**config.mk**
```make
export PLATFORM = sky130hd
export DESIGN_NAME = imu_autorange_scaler
export DESIGN_NICKNAME = d
export VERILOG_FILES = /design/src/rtl/imuars_pkg.sv /design/src/rtl/imu_autorange_scaler.sv
export VERILOG_INCLUDE_DIRS = /design/src /design/src/rtl
export SDC_FILE = /design/constraint.sdc
export NUM_CORES = 2
export LEC_CHECK = 0
export BUFFER_PORTS_ARGS = -buffer_cell sky130_fd_sc_hd__buf_2
export CAP_MARGIN = 40
export CORE_MARGIN = 4
export CORE_UTILIZATION = 65
export DETAILED_ROUTE_END_ITERATION = 8
export MAX_ROUTING_LAYER = met4
export PLACE_DENSITY = 0.84
export SYNTH_ARGS = -nofsm -noshare
export SYNTH_HDL_FRONTEND = slang
export SYNTH_SLANG_ARGS = --single-unit
```
**constraint.sdc**
```tcl
create_clock -name i_clk -period 11.2 [get_ports i_clk]
set_input_delay 2.24 -clock i_clk [delete_from_list [all_inputs] [get_ports i_clk]]
set_output_delay 2.24 -clock i_clk [all_outputs]
set_load 0.05 [all_outputs]
```
**src/rtl/assert_macros.svh**
```systemverilog
// Assertion macros for the RTL of the IMU scaler.
// Each check samples on the rising edge of i_clk.
// Define ASSERT_OFF to compile the checks out.
`ifndef ASSERT_MACROS_SVH
`define ASSERT_MACROS_SVH

`ifndef ASSERT_OFF

// Check that is disabled while reset is asserted.
`define ASSERT_CLK_RST(label, prop, msg) \
    label: assert property (@(posedge i_clk) disable iff (!i_rst_n) (prop)) else $error(msg);

// Check that is also evaluated during reset.
`define ASSERT_CLK(label, prop, msg) \
    label: assert property (@(posedge i_clk) (prop)) else $error(msg);

`else

`define ASSERT_CLK_RST(label, prop, msg)
`define ASSERT_CLK(label, prop, msg)

`endif

`endif

```
**src/rtl/imuars_pkg.sv**
```systemverilog
`timescale 1ns / 1ps
`default_nettype none
// ----------------------------------------------------------------------------
// imuars_pkg: IMU auto-range scaler package
// Widths, register map, reset values and small per-sample helpers.
// ----------------------------------------------------------------------------
package imuars_pkg;

    localparam int unsigned RAW_W   = 16;
    localparam int unsigned BASE_W  = 25;
    localparam int unsigned THR_W   = 16;
    localparam int unsigned MULT_W  = 13;
    localparam int unsigned OUT_W   = 29;
    localparam int unsigned MAG_W   = 17;
    localparam int unsigned CODE_W  = 2;
    localparam int unsigned ADDR_W  = 4;
    localparam int unsigned DATA_W  = 32;

    localparam logic [CODE_W-1:0] RANGE_CODE_MAX = 2'd3;
    localparam logic [CODE_W-1:0] RANGE_CODE_MIN = 2'd0;
    localparam logic [3:0]        SHIFT_TOP      = 4'd15;

    localparam logic [BASE_W-1:0] ACC_BASE_RST = 25'd19613300;
    localparam logic [BASE_W-1:0] GYR_BASE_RST = 25'd4363323;
    localparam logic [THR_W-1:0]  UP_THR_RST   = 16'd29491;
    localparam logic [THR_W-1:0]  DN_THR_RST   = 16'd13108;

    // Register indexes (byte address divided by four).
    typedef enum logic [1:0] {
        REG_ACC_BASE = 2'd0,
        REG_GYR_BASE = 2'd1,
        REG_UP_THR   = 2'd2,
        REG_DN_THR   = 2'd3
    } t_reg_idx;

    typedef logic [RAW_W-1:0] t_raw;

    // Swap the bytes of a big-endian sample.
    function automatic logic signed [RAW_W-1:0] swap_bytes(input t_raw raw);
        return $signed({raw[7:0], raw[15:8]});
    endfunction

    // Magnitude of a signed sample; the most negative value does not wrap.
    function automatic logic [MAG_W-1:0] sample_mag(input logic signed [RAW_W-1:0] v);
        logic signed [MAG_W-1:0] ext;
        ext = MAG_W'(v);
        return v[RAW_W-1] ? MAG_W'(-ext) : MAG_W'(ext);
    endfunction

    // Signed sample times unsigned multiplier, kept to the output width.
    function automatic logic [OUT_W-1:0] scale_sample(input logic signed [RAW_W-1:0] v,
                                                     input logic [MULT_W-1:0] mult);
        logic signed [OUT_W:0] prod;
        prod = v * $signed({1'b0, mult});
        return prod[OUT_W-1:0];
    endfunction

endpackage
`default_nettype wire

```
**src/rtl/imu_autorange_scaler.sv**
```systemverilog
`timescale 1ns / 1ps
`default_nettype none
// ----------------------------------------------------------------------------
// imu_autorange_scaler: IMU frame scaling with range hysteresis
// Swaps and scales six raw samples per frame and steps the accelerometer
// and gyro range codes up or down from the per-sensor peak magnitude.
// ----------------------------------------------------------------------------
//  Channel   Direction  Handshake                   Carries
//  in        input      i_in_valid / o_in_ready     six raw samples
//  out       output     o_out_valid / i_out_ready   six scaled values, range codes
//  cfg       input      psel/penable/pwrite/pready  four registers, 32-bit data
//
//  One frame per cycle while the output is not stalled; an accepted request
//  passes through the input register, then the result register.
//  Range state advances when a frame moves into the result register.
//  A stalled output keeps its result; the input register still takes one more
//  request, after which o_in_ready drops until the output drains.
//  Reset clears the control flags and range codes and loads the configuration
//  registers with their reset values.
// ----------------------------------------------------------------------------
`include "assert_macros.svh"

module imu_autorange_scaler (
    input  wire logic                i_clk,
    input  wire logic                i_rst_n,
    // Input frame channel
    input  wire logic                i_in_valid,
    output logic                     o_in_ready,
    input  wire logic [15:0]         i_accel_x_raw,
    input  wire logic [15:0]         i_accel_y_raw,
    input  wire logic [15:0]         i_accel_z_raw,
    input  wire logic [15:0]         i_gyro_x_raw,
    input  wire logic [15:0]         i_gyro_y_raw,
    input  wire logic [15:0]         i_gyro_z_raw,
    // Result channel
    output logic                     o_out_valid,
    input  wire logic                i_out_ready,
    output logic signed [28:0]       o_accel_x_scaled,
    output logic signed [28:0]       o_accel_y_scaled,
    output logic signed [28:0]       o_accel_z_scaled,
    output logic signed [28:0]       o_gyro_x_scaled,
    output logic signed [28:0]       o_gyro_y_scaled,
    output logic signed [28:0]       o_gyro_z_scaled,
    output logic                     o_accel_range_write,
    output logic [1:0]               o_accel_range_code,
    output logic                     o_gyro_range_write,
    output logic [1:0]               o_gyro_range_code,
    // Configuration port
    input  wire logic                psel,
    input  wire logic                penable,
    input  wire logic                pwrite,
    input  wire logic [3:0]          paddr,
    input  wire logic [31:0]         pwdata,
    output logic [31:0]              prdata,
    output logic                     pready
);

    localparam int unsigned NUM_AX = 6;

    // Configuration registers
    logic [imuars_pkg::BASE_W-1:0] r_acc_base;
    logic [imuars_pkg::BASE_W-1:0] r_gyr_base;
    logic [imuars_pkg::THR_W-1:0]  r_up_thr;
    logic [imuars_pkg::THR_W-1:0]  r_dn_thr;

    // Range state
    logic [imuars_pkg::CODE_W-1:0] r_acc_sel;
    logic [imuars_pkg::CODE_W-1:0] r_gyr_sel;
    logic [imuars_pkg::CODE_W-1:0] n_acc_sel;
    logic [imuars_pkg::CODE_W-1:0] n_gyr_sel;

    // Input register
    logic               r_s1_valid;
    imuars_pkg::t_raw   r_s1_raw [NUM_AX];

    // Result register
    logic                          r_out_valid;
    logic [imuars_pkg::OUT_W-1:0]  r_out_scaled [NUM_AX];
    logic [imuars_pkg::OUT_W-1:0]  n_out_scaled [NUM_AX];
    logic                          r_out_acc_wr;
    logic                          r_out_gyr_wr;
    logic [imuars_pkg::CODE_W-1:0] r_out_acc_code;
    logic [imuars_pkg::CODE_W-1:0] r_out_gyr_code;

    logic w_out_free;
    logic w_s1_move;
    logic w_in_take;
    logic w_cfg_wr;
    imuars_pkg::t_reg_idx w_reg_idx;

    logic [imuars_pkg::MULT_W-1:0] w_acc_mult;
    logic [imuars_pkg::MULT_W-1:0] w_gyr_mult;
    logic [imuars_pkg::MAG_W-1:0]  w_mag [NUM_AX];
    logic [imuars_pkg::MAG_W-1:0]  w_acc_peak;
    logic [imuars_pkg::MAG_W-1:0]  w_gyr_peak;

    // Handshake control
    assign w_out_free = !r_out_valid || i_out_ready;
    assign w_s1_move  = r_s1_valid && w_out_free;
    assign o_in_ready = !r_s1_valid || w_out_free;
    assign w_in_take  = i_in_valid && o_in_ready;

    // Configuration port decode
    assign pready    = 1'b1;
    assign w_reg_idx = imuars_pkg::t_reg_idx'(paddr[3:2]);
    assign w_cfg_wr  = psel && penable && pwrite && pready;

    always_comb begin
        unique case (w_reg_idx)
            imuars_pkg::REG_ACC_BASE: prdata = 32'(r_acc_base);
            imuars_pkg::REG_GYR_BASE: prdata = 32'(r_gyr_base);
            imuars_pkg::REG_UP_THR:   prdata = 32'(r_up_thr);
            imuars_pkg::REG_DN_THR:   prdata = 32'(r_dn_thr);
            default:                  prdata = '0;
        endcase
    end

    always_ff @(posedge i_clk) begin
        if (!i_rst_n) begin
            r_acc_base <= imuars_pkg::ACC_BASE_RST;
            r_gyr_base <= imuars_pkg::GYR_BASE_RST;
            r_up_thr   <= imuars_pkg::UP_THR_RST;
            r_dn_thr   <= imuars_pkg::DN_THR_RST;
        end else if (w_cfg_wr) begin
            unique case (w_reg_idx)
                imuars_pkg::REG_ACC_BASE: r_acc_base <= pwdata[imuars_pkg::BASE_W-1:0];
                imuars_pkg::REG_GYR_BASE: r_gyr_base <= pwdata[imuars_pkg::BASE_W-1:0];
                imuars_pkg::REG_UP_THR:   r_up_thr   <= pwdata[imuars_pkg::THR_W-1:0];
                imuars_pkg::REG_DN_THR:   r_dn_thr   <= pwdata[imuars_pkg::THR_W-1:0];
                default: ;
            endcase
        end
    end

    // Multipliers: base scale shifted right by fifteen minus the range code.
    always_comb begin
        logic [imuars_pkg::BASE_W-1:0] acc_sh;
        logic [imuars_pkg::BASE_W-1:0] gyr_sh;
        acc_sh     = r_acc_base >> (imuars_pkg::SHIFT_TOP - {2'b00, r_acc_sel});
        gyr_sh     = r_gyr_base >> (imuars_pkg::SHIFT_TOP - {2'b00, r_gyr_sel});
        w_acc_mult = acc_sh[imuars_pkg::MULT_W-1:0];
        w_gyr_mult = gyr_sh[imuars_pkg::MULT_W-1:0];
    end

    // Byte swap, scale and magnitude per axis.
    always_comb begin
        logic signed [imuars_pkg::RAW_W-1:0] v;
        for (int i = 0; i < NUM_AX; i++) begin
            v               = imuars_pkg::swap_bytes(r_s1_raw[i]);
            w_mag[i]        = imuars_pkg::sample_mag(v);
            n_out_scaled[i] = imuars_pkg::scale_sample(v, (i < 3) ? w_acc_mult : w_gyr_mult);
        end
    end

    // Peak magnitude per sensor.
    always_comb begin
        logic [imuars_pkg::MAG_W-1:0] a01;
        logic [imuars_pkg::MAG_W-1:0] g01;
        a01        = (w_mag[1] > w_mag[0]) ? w_mag[1] : w_mag[0];
        w_acc_peak = (w_mag[2] > a01) ? w_mag[2] : a01;
        g01        = (w_mag[4] > w_mag[3]) ? w_mag[4] : w_mag[3];
        w_gyr_peak = (w_mag[5] > g01) ? w_mag[5] : g01;
    end

    // Range hysteresis; a step up wins over a step down.
    always_comb begin
        logic [imuars_pkg::MAG_W-1:0] up_thr;
        logic [imuars_pkg::MAG_W-1:0] dn_thr;
        up_thr = imuars_pkg::MAG_W'(r_up_thr);
        dn_thr = imuars_pkg::MAG_W'(r_dn_thr);
        priority if (r_acc_sel != imuars_pkg::RANGE_CODE_MAX && w_acc_peak > up_thr) begin
            n_acc_sel = r_acc_sel + 2'd1;
        end else if (r_acc_sel != imuars_pkg::RANGE_CODE_MIN && w_acc_peak < dn_thr) begin
            n_acc_sel = r_acc_sel - 2'd1;
        end else begin
            n_acc_sel = r_acc_sel;
        end
        priority if (r_gyr_sel != imuars_pkg::RANGE_CODE_MAX && w_gyr_peak > up_thr) begin
            n_gyr_sel = r_gyr_sel + 2'd1;
        end else if (r_gyr_sel != imuars_pkg::RANGE_CODE_MIN && w_gyr_peak < dn_thr) begin
            n_gyr_sel = r_gyr_sel - 2'd1;
        end else begin
            n_gyr_sel = r_gyr_sel;
        end
    end

    // Input register control and range state.
    always_ff @(posedge i_clk) begin
        if (!i_rst_n) begin
            r_s1_valid  <= 1'b0;
            r_out_valid <= 1'b0;
            r_acc_sel   <= imuars_pkg::RANGE_CODE_MIN;
            r_gyr_sel   <= imuars_pkg::RANGE_CODE_MIN;
        end else begin
            if (w_in_take) begin
                r_s1_valid <= 1'b1;
            end else if (w_s1_move) begin
                r_s1_valid <= 1'b0;
            end
            if (w_s1_move) begin
                r_out_valid <= 1'b1;
                r_acc_sel   <= n_acc_sel;
                r_gyr_sel   <= n_gyr_sel;
            end else if (i_out_ready) begin
                r_out_valid <= 1'b0;
            end
        end
    end

    // Payload registers
    always_ff @(posedge i_clk) begin
        if (w_in_take) begin
            r_s1_raw[0] <= i_accel_x_raw;
            r_s1_raw[1] <= i_accel_y_raw;
            r_s1_raw[2] <= i_accel_z_raw;
            r_s1_raw[3] <= i_gyro_x_raw;
            r_s1_raw[4] <= i_gyro_y_raw;
            r_s1_raw[5] <= i_gyro_z_raw;
        end
        if (w_s1_move) begin
            r_out_scaled   <= n_out_scaled;
            r_out_acc_wr   <= (n_acc_sel != r_acc_sel);
            r_out_gyr_wr   <= (n_gyr_sel != r_gyr_sel);
            r_out_acc_code <= n_acc_sel;
            r_out_gyr_code <= n_gyr_sel;
        end
    end

    // Outputs
    assign o_out_valid         = r_out_valid;
    assign o_accel_x_scaled    = $signed(r_out_scaled[0]);
    assign o_accel_y_scaled    = $signed(r_out_scaled[1]);
    assign o_accel_z_scaled    = $signed(r_out_scaled[2]);
    assign o_gyro_x_scaled     = $signed(r_out_scaled[3]);
    assign o_gyro_y_scaled     = $signed(r_out_scaled[4]);
    assign o_gyro_z_scaled     = $signed(r_out_scaled[5]);
    assign o_accel_range_write = r_out_acc_wr;
    assign o_accel_range_code  = r_out_acc_code;
    assign o_gyro_range_write  = r_out_gyr_wr;
    assign o_gyro_range_code   = r_out_gyr_code;

    // Checks
    `ASSERT_CLK_RST(a_acc_one_step, (r_acc_sel != $past(r_acc_sel)) |-> ((r_acc_sel == $past(r_acc_sel) + 2'd1) || (r_acc_sel == $past(r_acc_sel) - 2'd1)), "accel range code jumped by more than one step")
    `ASSERT_CLK_RST(a_out_code_state, r_out_valid |-> ((r_out_acc_code == r_acc_sel) && (r_out_gyr_code == r_gyr_sel)), "reported range code differs from range state")
    `ASSERT_CLK_RST(a_ready_when_empty, !r_out_valid |-> o_in_ready, "input stalled while the output register is empty")
    `ASSERT_CLK(a_reset_clears, !i_rst_n |=> (!r_s1_valid && !r_out_valid), "valid flags not cleared by reset")

endmodule
`default_nettype wire

```
-- After elaboration in Yosys (flattened, before gate mapping)
Memories as Yosys holds them, arrays and structs flattened.
Cells that the tools add are included.
- add/sub/neg operators: 12
- multiply operators: 6
- divide/modulo/power cells: 0
- order comparisons: 8
- eq/ne operators: 7
- shift-type cells: 2
- mux-type cells: 21
- bitwise logic cells: 0
- reduce and logical (&&, ||, !) cells: 21
- operators by type and width (kind ; count):
    multiplier 16 x 14 -> 29 bit ; 6
    2-to-1 mux 17 bit ; 10
    one-hot mux 32 bit (4 select lines) ; 1
    negator 16 -> 17 bit ; 6
    > comparator 17 bit ; 4
    >> shifter 25 x 4 -> 13 bit ; 2
    > comparator 17 x 16 -> 1 bit ; 2
    < comparator 17 x 16 -> 1 bit ; 2
    logical AND 1 bit ; 8
    2-to-1 mux 2 bit ; 4
    AND reduction 2 bit ; 4
    nonzero test 2 bit ; 4
    subtractor 1 x 3 -> 4 bit (first input constant) ; 2
    2-to-1 mux 1 bit ; 6
    adder 2 x 1 -> 2 bit (second input constant) ; 2
    == test 2 bit (second input constant) ; 2
    != test 2 bit ; 2
    != test 2 bit (second input constant) ; 2
    subtractor 2 x 1 -> 2 bit (second input constant) ; 2
    == test 2 x 1 -> 1 bit (second input constant) ; 1
    logical NOT 1 bit ; 2
    logical NOT 2 bit ; 1
    logical OR 1 bit ; 2
- register bits: 268
- latch bits: 0
- memory bits (writable): 96
- ROM bits: 0
- bits of input ports: 139
- output and inout bits: 215
- logic and storage cells: 96
- memories: 1
- memory list (name ; depth ; width ; read ports ; clocked after memory_dff ; write ports ; RTL line ; source):
    r_s1_raw ; 6 ; 16 ; 6 ; 0 ; 6 ; imu_autorange_scaler.sv:74 ; imuars_pkg::t_raw r_s1_raw [NUM_AX];

-- Longest topological paths before layout
An unclocked memory read counts as a cell.
- depth in word-level cells: 12
- gate-level depth with buffers: 38

-- Least setup slack after synthesis
OpenSTA, ideal clock, no wires.
- path kind: reg-to-reg
- from: memory r_s1_raw[1][10] (netlist name)
- to: register r_acc_sel[0] (netlist name)
- library setup time: 0.070 ns
- arrival time: 7.772 ns
- setup slack: 3.358 ns
- stages on the path, launching flop included: 36
- period minus slack after synthesis: 7.842 ns
- cells stage by stage: edfxtp_1 or3_1 or4_1 or2_2 o41ai_1 xnor2_1 ha_1 nand4_1 nor4_1 a221o_1 a21oi_1 nand2b_1 clkbuf_1 clkbuf_1 nand2_1 o21ai_0 ha_1 and4_1 nand4_1 a21o_1 a31o_2 a21oi_1 clkbuf_1 clkbuf_1 nand2_1 o21ai_0 ha_1 a21o_1 a21o_1 a21o_1 a21o_1 a21o_1 a211oi_1 nor2_1 or4_1 a21oi_1
- RTL lines (what ; RTL line ; source):
    from (decl) ; imu_autorange_scaler.sv:74 ;
    to (signal assigned) ; imu_autorange_scaler.sv:192 ; r_acc_sel <= imuars_pkg::RANGE_CODE_MIN;
    to (signal assigned) ; imu_autorange_scaler.sv:202 ; r_acc_sel <= n_acc_sel;
    to (decl) ; imu_autorange_scaler.sv:67 ; logic [imuars_pkg::CODE_W-1:0] r_acc_sel;

==> impl_metrics.csv <==
group,metric,value,unit
drt,firstDrtPassIters,7,
timing,rsz0062_at_grt,"no",
cts,numCtsBuffers,47,
drt,detail_route.wl_per_cell,20.24,microns
setup_path,timing.critical_path.slowest_cell_delay,0.72,ns
cts,cts.repair.resized,0,
setup_path,crit_top_cell,"a21o_1",
setup_path,crit_path_end_kind,"flop",
timing,setup_tns,0,ns
cts,path_clk_slew,0.06,ns
cts,post-cts-setup-buffers,0,
status,status,"finished, final reports clean",
die,io_pins,354,
yosys,syn_inst,6734,
global_route,overflow,0,
finish,layout-drive-gt1-share,8.183,%
timing,whs,0.4560,ns
global_route,grt_busiest_layer,"met2",
yosys,synth_edf_count,276,
cts,cts-hold-fix-buffers,0,
place,place_hpwl,128700,microns
timing,finalMaxSlewViolations,0,
global_route,grt_pass1_wl,271100,microns
die,core,98560,sq um
timing,hold_violations,0,
place,gp_congestion,0.9411,
yosys,synth_top_cell_by_area,"fa_1",
yosys,synthTopCellsByArea,"fa_1, edfxtp_1, ha_1",
global_route,grt_max_degree,69,
cts,h-tree-depth,2,
cts,cts_sinks,364,
timing,finalSetupViolCount,0,
yosys,ys.flop_type,"edfxtp_1",
setup_path,worst-endpoint-arrival,9.94,ns
global_route,grtUsageMet2,54.96,%
worst_hold_path,hold_path.class,"reg -> reg",
place,placed_area,67580,sq um
setup_path,path_max_fanout,29,
cts,ctsRootBufferMaster,"clkbuf_16",
global_route,track_usage,34.05,%
setup_path,cp_slowest_cell,"edfxtp_1",
die,start_util,65.57,%
global_route,grt_pass1_vias,52340,
yosys,synth_top_cell_area_share,36.80,%
drt,via_count,48140,
job,max_cap_violations,0,
global_route,antenna_found_initial,22,
drt,totalWireLength,166800,microns
yosys,ys_seq_elements,364,
yosys,seq_area_frac_synth,15.55,%
cts,clk_path_buf_depth,3,
finish,nets,8786,
setup_path,worstPathRequired,11.79,ns
global_route,use_met3,7.370,%
die,die_x,323.3,microns
timing,fmax,106.9,MHz
cts,clk_latency,0.68,ns
drt,drt_iter0_markers,3610,
setup_path,start_kind,"flop",
drt,drc,0,
setup_path,critPathKind,"reg -> reg",
place,io_buffers,336,
yosys,synth_commonest_cells,"inv_1, fa_1, nand2_1",
yosys,async_reset_ff_share,0,%
cts,cts_tree,"done",
yosys,syn-cell-area,64630,sq um
finish,final_area,69260,sq um
timing,setup_ws,1.846,ns
timing,slew_headroom,35.86,%
die,placement_rows,115,
yosys,postSynthAreaPerCell,9.597,sq um
timing,period_share,83.52,%
global_route,use_met1,41.73,%
yosys,synth_cell_type_count,74,
die,die_area,104500,sq um
timing,finalCriticalPeriod,9.354,ns
drt,viasPerCell,5.843,
timing,worstMarginPinSlew,0.9621,ns
finish,area_growth,7.161,%
timing,clock_skew,0.06400,ns
die,die_h,323.3,microns
yosys,yosysMostFrequentCell,"inv_1",
place,pre_cts_slack,1.976,ns
yosys,yosysWarnings,0,
drt,ant_nets,0,
cell usage in the layout, fill, tap and decap left out, types with 30 or more instances in the layout:
cell type,Yosys,final
inv_1,1283,1282
and2_1,720,719
edfxtp_1,276,276
clkbuf_16,0,49
nor2_1,147,144
a21o_1,78,78
buf_4,8,61
nand3_1,72,72
o31ai_1,30,30
mux4_2,31,31
xor2_1,73,73
ha_1,566,566
o21a_1,30,30
xnor2_1,195,195
a21oi_1,205,199
nor3_1,62,61
dfxtp_1,88,88
buf_2,2,336
o21ai_0,141,140
fa_1,1188,1188
nand2_1,852,852
worst max-delay path, delay by kind of cell, from the launching register on:
kind | cells | cell delay [ns]
AND/OR/NAND/NOR | 10 | 3.30
adder cells (fa/ha/maj) | 3 | 0.95
AO/OA/AOI/OAI | 15 | 4.16
flip-flops | 1 | 0.72
XOR/XNOR | 1 | 0.15
area by class of cell:
type,count,area (sq um)
fillers,7009,29310
repair buffers,411,2431
clock buffers,60,1319
clock inverters,25,297.8
well taps,1287,1610
flip-flops and latches,364,10050
inverters,1283,4823
multi-input cells,4786,48670
diodes,23,57.56
cells by family (layout without fill, tap and decap cells):
group	count (synthesis)	count (layout)	share of synthesized area [%]
flip-flops	364	364	15.55
AND/OR/NAND/NOR	2023	2023	15.55
XOR/XNOR	268	268	3.632
adder cells (fa/ha/maj)	1754	1754	47.76
AO/OA/AOI/OAI	661	661	6.557
other	2	39	0.01162
buffers and inverters	1598	1779	9.333
multiplexers	64	64	1.613
sequential cells by signal (all words and copies together), names as in the netlist, 2 cells and up:
register,flops
r_gyr_sel,2
o_accel_z_scaled,29
o_accel_x_scaled,29
o_accel_y_scaled,29
r_s1_raw,96
r_acc_sel,2
o_accel_range_code,2
o_gyro_x_scaled,29
r_acc_base,25
r_dn_thr,16
r_gyr_base,25
r_up_thr,16
o_gyro_range_code,2
o_gyro_z_scaled,29
o_gyro_y_scaled,29
final timing paths:
path	start	end	cells after the start	slack, ns
max	r_s1_raw[0][12]$_DFFE_PP_	r_acc_sel[0]$_SDFFE_PN0P_	29	1.85
min	r_gyr_base[9]$_SDFFE_PN0P_	r_gyr_base[9]$_SDFFE_PN0P_	2	0.46
max reg2reg	r_s1_raw[0][12]$_DFFE_PP_	r_acc_sel[0]$_SDFFE_PN0P_	29	1.85
min reg2reg	r_gyr_base[9]$_SDFFE_PN0P_	r_gyr_base[9]$_SDFFE_PN0P_	2	0.46
metal layers:
layer,share of wire [%],vias up
li1,-,21270
met1,37,23990
met2,48,2350
met3,10,534
met4,4.8,0
met5,0,-
stage by stage:
step / util [%] / cells
after floorplan: - / 6748
after global placement: 68.27 / 8117
after detailed placement: 68.57 / 8131
after CTS: 70.21 / 8216
after global routing: 70.26 / 8235
final: 70.27 / 8239
Power is not shown: default switching activity piles up to over one toggle a cycle in this logic, so the estimate is an artifact.
